### config.mk
export PLATFORM = sky130hd
export DESIGN_NAME = bpa_ctrl
export DESIGN_NICKNAME = d
export VERILOG_FILES = /design/src/design/bpa_pkg.sv /design/src/design/bpa_ctrl.sv
export SDC_FILE = /design/constraint.sdc
export NUM_CORES = 1
export LEC_CHECK = 0
export BUFFER_PORTS_ARGS = -buffer_cell sky130_fd_sc_hd__clkbuf_2
export CORE_MARGIN = 5
export CORE_UTILIZATION = 42
export CTS_BUF_LIST = sky130_fd_sc_hd__clkbuf_8
export CTS_CLUSTER_SIZE = 30
export DETAILED_ROUTE_END_ITERATION = 8
export PLACE_DENSITY = 0.72
export SYNTH_ARGS = -nofsm -noshare
export SYNTH_HDL_FRONTEND = slang
export SYNTH_SLANG_ARGS = --single-unit
export TNS_END_PERCENT = 100
### constraint.sdc
create_clock -name clk -period 1.6 [get_ports clk]
set_clock_uncertainty 0.15 [all_clocks]
set_input_delay 0.32 -clock clk [delete_from_list [all_inputs] [get_ports clk]]
set_output_delay 0.32 -clock clk [all_outputs]
set_load 0.05 [all_outputs]
### src/design/bpa_pkg.sv
package bpa_pkg;

    localparam int MAP_WORDS_DEF = 1024;
    localparam int WORD_BITS     = 64;
    localparam int CNT_W         = 17;
    localparam int PAGE_W        = 16;
    localparam int RANGE_W       = 17;
    localparam int CFG_W         = 11;
    localparam logic [CNT_W-1:0] COUNT_MAX = 17'd65536;
    localparam logic [CFG_W-1:0] WORDS_RESET = 11'd1024;

    typedef enum logic [1:0] {
        FUNC_MARK_FREE = 2'd0,
        FUNC_RESERVE   = 2'd1,
        FUNC_ALLOC     = 2'd2,
        FUNC_FREE      = 2'd3
    } func_t;

    typedef struct packed {
        logic [1:0]         func;
        logic [15:0]        range_begin;
        logic [RANGE_W-1:0] range_end;
    } cmd_t;

    typedef struct packed {
        logic               status;
        logic [PAGE_W-1:0]  page;
        logic [CNT_W-1:0]   free_pages;
        logic [CNT_W-1:0]   used_pages;
    } rsp_t;

    typedef enum logic [3:0] {
        ST_IDLE,
        ST_CLEAR,
        ST_DECODE,
        ST_MRD,
        ST_MWAIT,
        ST_MWR,
        ST_ARD,
        ST_AWAIT,
        ST_ACHK,
        ST_FRD,
        ST_FWAIT,
        ST_FWR,
        ST_DONE
    } state_t;

    typedef struct packed {
        logic load;
        logic clr_step;
        logic mem_rd;
        logic mem_wr_mark;
        logic mem_wr_alloc;
        logic mem_wr_free;
        logic mark_next;
        logic scan_next;
        logic finish_mark;
        logic finish_reserve;
        logic finish_alloc_ok;
        logic finish_alloc_fail;
        logic finish_free;
    } ctl_t;

    typedef struct packed {
        logic clr_last;
        logic func_mark;
        logic func_reserve;
        logic func_alloc;
        logic mark_empty;
        logic mark_last;
        logic mark_skip;
        logic scan_none;
        logic word_hit;
        logic scan_last;
        logic free_in_map;
    } sts_t;

endpackage

### src/design/bpa_ctrl.sv
module bpa_ctrl
    import bpa_pkg::*;
(
    input  logic   clk,
    input  logic   rst_n,
    input  logic   start,
    input  sts_t   sts,
    output logic   busy,
    output ctl_t   ctl
);

    state_t state_reg;
    state_t state_next;

    always_ff @(posedge clk or negedge rst_n)
    begin
        if (!rst_n)
        begin
            state_reg <= ST_CLEAR;
        end
        else
        begin
            state_reg <= state_next;
        end
    end

    always_comb
    begin
        state_next = state_reg;
        case (state_reg)
            ST_CLEAR:  if (sts.clr_last) state_next = ST_IDLE;
            ST_IDLE:   if (start) state_next = ST_DECODE;
            ST_DECODE:
            begin
                if (sts.func_mark)
                begin
                    state_next = sts.mark_empty ? ST_DONE : ST_MRD;
                end
                else if (sts.func_reserve)
                begin
                    state_next = ST_DONE;
                end
                else if (sts.func_alloc)
                begin
                    state_next = sts.scan_none ? ST_DONE : ST_ARD;
                end
                else
                begin
                    state_next = sts.free_in_map ? ST_FRD : ST_DONE;
                end
            end
            ST_MRD:
            begin
                if (sts.mark_skip)
                begin
                    state_next = ST_DONE;
                end
                else
                begin
                    state_next = ST_MWAIT;
                end
            end
            ST_MWAIT:  state_next = ST_MWR;
            ST_MWR:    state_next = sts.mark_last ? ST_DONE : ST_MRD;
            ST_ARD:    state_next = ST_AWAIT;
            ST_AWAIT:  state_next = ST_ACHK;
            ST_ACHK:
            begin
                if (sts.word_hit || sts.scan_last)
                begin
                    state_next = ST_DONE;
                end
                else
                begin
                    state_next = ST_ARD;
                end
            end
            ST_FRD:    state_next = ST_FWAIT;
            ST_FWAIT:  state_next = ST_FWR;
            ST_FWR:    state_next = ST_DONE;
            ST_DONE:   state_next = ST_IDLE;
            default:   state_next = ST_IDLE;
        endcase
    end

    always_comb
    begin
        ctl  = '0;
        busy = 1'b1;
        case (state_reg)
            ST_IDLE:
            begin
                busy     = 1'b0;
                ctl.load = start;
            end
            ST_CLEAR:  ctl.clr_step = 1'b1;
            ST_DECODE:
            begin
                if (sts.func_mark && sts.mark_empty)
                begin
                    ctl.finish_mark = 1'b1;
                end
                if (sts.func_reserve)
                begin
                    ctl.finish_reserve = 1'b1;
                end
                if (sts.func_alloc && sts.scan_none)
                begin
                    ctl.finish_alloc_fail = 1'b1;
                end
                if (!sts.func_mark && !sts.func_reserve && !sts.func_alloc
                    && !sts.free_in_map)
                begin
                    ctl.finish_free = 1'b1;
                end
            end
            ST_MRD:
            begin
                ctl.mem_rd = 1'b1;
                ctl.finish_mark = sts.mark_skip;
            end
            ST_MWR:
            begin
                ctl.mem_wr_mark = 1'b1;
                ctl.mark_next   = 1'b1;
                ctl.finish_mark = sts.mark_last;
            end
            ST_ARD:    ctl.mem_rd = 1'b1;
            ST_ACHK:
            begin
                ctl.mem_wr_alloc      = sts.word_hit;
                ctl.finish_alloc_ok   = sts.word_hit;
                ctl.finish_alloc_fail = !sts.word_hit && sts.scan_last;
                ctl.scan_next         = !sts.word_hit;
            end
            ST_FRD:    ctl.mem_rd = 1'b1;
            ST_FWR:
            begin
                ctl.mem_wr_free = 1'b1;
                ctl.finish_free = 1'b1;
            end
            default:   ctl = '0;
        endcase
    end

endmodule

==> results of run 1 <==
cells in the mapped netlist (3+ instances only):
| cell | count | area, um2 |
|---|---|---|
| and3_1 | 4 | 25.0 |
| a21oi_1 | 6 | 30.0 |
| buf_4 | 3 | 22.5 |
| ha_1 | 4 | 50.1 |
| inv_1 | 5 | 18.8 |
| dfrtp_1 | 3 | 75.1 |
| nor2_1 | 4 | 15.0 |
| nand2_1 | 7 | 26.3 |
through the flow:
stage | hold slack, ns | util | std cells | TNS (ns)
floorplan | -0.126 | - | 74 | -2.08
global placement | -0.0250 | 0.783 | 131 | -2.17
detailed placement | -0.0231 | 0.783 | 131 | -3.08
logic make-up after synthesis:
logic type      after synthesis
fa+ha+maj                     4
simple gates                 27
buf+inv                      12
mux                           1
compound gates               26
flops                         4
==> impl_metrics.yaml, run 1 <==
logic_synthesis:
  synth_compound_area_frac: 0.340
  synth_mux_area_frac: 0.0168
  syn_avg_cell_area_um2: 8.05
  synth_simple_gate_area_frac: 0.265
  yosys_warnings: 0
  synth-seq-area-share: 0.170
  syn-num-nets: 92
  synth_xor_area_frac: 0
  synthAdderAreaFrac: 0.0840
  syn_inst: 74
  synth_cell_types: 36
  netlist_area_um2: 596
  synth_edf_count: 0
  ys_ff_latch: 4
  async_flop_share: 1.00
  synth_top_family_by_area: "compound AO/OA/AOI/OAI gates"
  ys.flop_type: "dfrtp_1"
floorplanning:
  initial_utilization: 0.452
  io_pins: 28
  row_count: 13
  die_w_um: 47.7
  die-height_um: 47.7
clocking:
  cts_setup_buffers: 7
  cts_made_buffers: 3
  htreeDepth: 1
  cts_buffer_depth: 2
  numClockSinks: 4
  cts_hold_buf: 1
  cts_resized: 42
  clockRootBuffer: "clkbuf_8"
placement:
  routabilityCongestion: 0.851
  portBuffers: 27
  hpwlAfterDp_mm: 1.74
  placed_cell_area_um2: 1030
  pre_cts_ws_ns: -0.333
outcome:
  tool.error: "[ERROR DPL-0038] Utilization greater than 100%, impossible to legalize"
  stop_stage: "4_1_cts"
  status: "aborted with a tool error"
==> run 2, diff against run 1 <==
--- a/config.mk
+++ b/config.mk
@@ -6,12 +6,10 @@
 export NUM_CORES = 1
 export LEC_CHECK = 0
 export BUFFER_PORTS_ARGS = -buffer_cell sky130_fd_sc_hd__clkbuf_2
-export CORE_MARGIN = 5
-export CORE_UTILIZATION = 42
-export CTS_BUF_LIST = sky130_fd_sc_hd__clkbuf_8
-export CTS_CLUSTER_SIZE = 30
+export CORE_AREA = 5 5 66 68
 export DETAILED_ROUTE_END_ITERATION = 8
-export PLACE_DENSITY = 0.72
+export DIE_AREA = 0 0 71 73
+export PLACE_DENSITY_LB_ADDON = 0.15
 export SYNTH_ARGS = -nofsm -noshare
 export SYNTH_HDL_FRONTEND = slang
 export SYNTH_SLANG_ARGS = --single-unit
==> constraint.sdc (replaced) <==
create_clock -name clk -period 2.1 [get_ports clk]
set_clock_uncertainty 0.15 [all_clocks]
set_input_delay 0.42 -clock clk [delete_from_list [all_inputs] [get_ports clk]]
set_output_delay 0.42 -clock clk [all_outputs]
set_load 0.05 [all_outputs]
==> run 2 against run 1 <==
The flow now finishes, with violations (negative setup slack). Synthesized cell count unchanged. Area after synthesis is the same.
==> impl_metrics.yaml, run 2 <==
floorplanning:
  io_pins: 28
  die-height_um: 73
  die_w_um: 71
  coreArea_um2: 3800
  initial_utilization: 0.157
  row_count: 23
  die_area_um2: 5180
logic_synthesis:
  synth_most_common_cell: "nand2_1"
  syn_inst: 74
  syn-num-nets: 92
  synth-seq-area-share: 0.170
  async_flop_share: 1.00
  synth_edf_count: 0
  ys_ff_latch: 4
  netlist_top_cells_area: "dfrtp_1 (13%), ha_1 (8.4%), a21oi_1 (5.0%)"
  netlist_area_um2: 596
  syn_avg_cell_area_um2: 8.05
  synth_cell_types: 36
  ys.flop_type: "dfrtp_1"
  synth_area_leader_cell: "dfrtp_1"
  yosysTopAreaCellShare: 0.126
  yosys_warnings: 0
  yosys-top-cells-count: "nand2_1 (7), a21oi_1 (6), inv_1 (5)"
outcome:
  failed_checks: "negative setup slack"
  status: "complete, but fails checks"
power:
  powerDensity_nw_per_um2: 1420
  irDropWorstVdd_v: 0.000404
  p_leak_nw: 0.453
critical_path:
  critPathLaunchType: "flop"
  ff2ff_setup_slack_ns: 0.42
  crit_path_max_fanout: 17
  r2r_end: "state_reg[3]$_DFFE_PN0P_"
  cp_data_arrival_time_ns: 1.54
  worst-setup-path-type: "flop to primary output"
  r2r_cells: 8
  end_kind: "primary output"
  reg2reg_from: "state_reg[2]$_DFFE_PN0P_"
  critical_path_required_ns: 1.53
detailed_routing:
  wl_per_cell_um: 12.6
  wl_mm: 1.98
  num_vias: 673
  drt_iter0_drc: 13
  drc: 0
  drtPass1Iterations: 4
  ant_nets: 0
  avgViaCountPerCell: 4.29
finish:
  fin_area_um2: 1030
  largest_register_ffs: 4
  final_cells: 157
  n_antenna_cell: 0
  syn_to_final_growth_pct: 72.5
  final_net_count: 126
  layout_commonest_cell: "clkbuf_2"
  drive_gt1_frac: 0.533
  most-common-layout-cells: "clkbuf_2 (15), buf_4 (8), nand2_1 (6), a21oi_1 (6), buf_12 (5)"
placement:
  hpwlAfterDp_mm: 1.70
  place_inst: 150
  portBuffers: 27
  routabilityCongestion: 0.769
  placed_cell_area_um2: 901
  pre_cts_ws_ns: 0.0703
sta:
  fmax_ghz: 0.474
  hold_viol_final: 0
  post-route-period-util: 1.00
  worst_pin_slew_ns: 0.340
  final-max-slew-violation-count: 0
  setup-violations-final: 2
  rsz0062_at_grt: "true"
  final.setup.tns_ns: -0.0160
  hold_slack_ns: 0.393
  fin_ws_ns: -0.0105
  period_minus_slack_ns: 2.11
  slew_headroom: 0.773
clocking:
  htreeDepth: 1
  cts_made_buffers: 3
  cts_buffer_depth: 2
  clk_pin_slew_ns: 0.03
  cts_tree: "built"
  clockRootBuffer: "clkbuf_8"
  clk_latency_ns: 0.22
  numClockSinks: 4
grt:
  grt_max_degree: 18
  antenna_found_initial: 0
  grt-ovfl-total: 0
  grt_util_all_layers: 0.0782
  grt_pass1_wl_mm: 3.40
  grt_pass1_vias: 747
worst_hold_path:
  hp-class: "input port to async pin"
job:
  drv_cap: 0
==> run 2: cell counts after synthesis <==
Identical to the previous run, type by type.
==> run 2: metrics by stage <==
stage,power (mW),utilization
global placement,1.21,0.237
global route,1.57,0.270
CTS,1.45,0.264
detailed placement,1.21,0.237
finish,1.46,0.270
floorplan,0.911,-
==> run 2: final cells by class <==
class	count	area, um2
Clock buffer	4	45.0
Inverter	5	18.8
Multi-Input combinational cell	58	484
Timing Repair Buffer	36	310
Sequential cell	4	106
Tap cell	50	62.6
Fill cell	433	2770
==> run 2: timing repair <==
action,in CTS,in global routing
hold buffers,1,0
pin swaps,4,3
gates resized for setup,13,14
buffers inserted,1,1
setup endpoints to repair,9,12
hold endpoints to repair,3,0
==> run 2: worst max path at each step <==
stage,from,to,slack (ns),cells after the start
after floorplan,state_reg[2]$_DFFE_PN0P_,ctl[1],-0.15,4
after global placement,state_reg[2]$_DFFE_PN0P_,ctl[0],0.13,7
after detailed placement,state_reg[2]$_DFFE_PN0P_,ctl[0],0.07,7
after CTS,state_reg[2]$_DFFE_PN0P_,ctl[0],-0.03,7
after global routing,state_reg[2]$_DFFE_PN0P_,ctl[0],-0.07,7
final,state_reg[0]$_DFFE_PN1P_,ctl[1],-0.01,4
==> run 2: logic make-up (layout without fill, tap and decap cells) <==
group,Yosys count,count (layout),synth area share
AND/OR/NAND/NOR,27,27,0.265
flip-flops,4,4,0.170
AO/OA/AOI/OAI,26,26,0.340
multiplexers,1,1,0.0168
buffers and inverters,12,45,0.124
adder cells (fa/ha/maj),4,4,0.0840
==> run 2: routing by layer <==
| layer | global-route usage | wire (um) |
|---|---|---|
| met1 | 0.0929 | 829 |
| met2 | 0.144 | 1080 |
| met3 | 0.0152 | 76 |
| met4 | 0.0188 | 0 |
| met5 | 0 | 0 |
==> run 2: where the power goes <==
part	switching, mW	leakage (nW)	total, mW	internal (mW)
combinational	0.643	0.381	1.11	0.463
clock	0.0394	0.0228	0.169	0.130
sequential	0.0659	0.0494	0.186	0.120
==> run 2: critical path: stages (launching register included) <==
cell	delay, ns
dfstp_4	0.73
buf_12	0.15
nor4b_4	0.04
a32o_2	0.25
buf_12	0.15
Power figures use the tool's default switching activity.
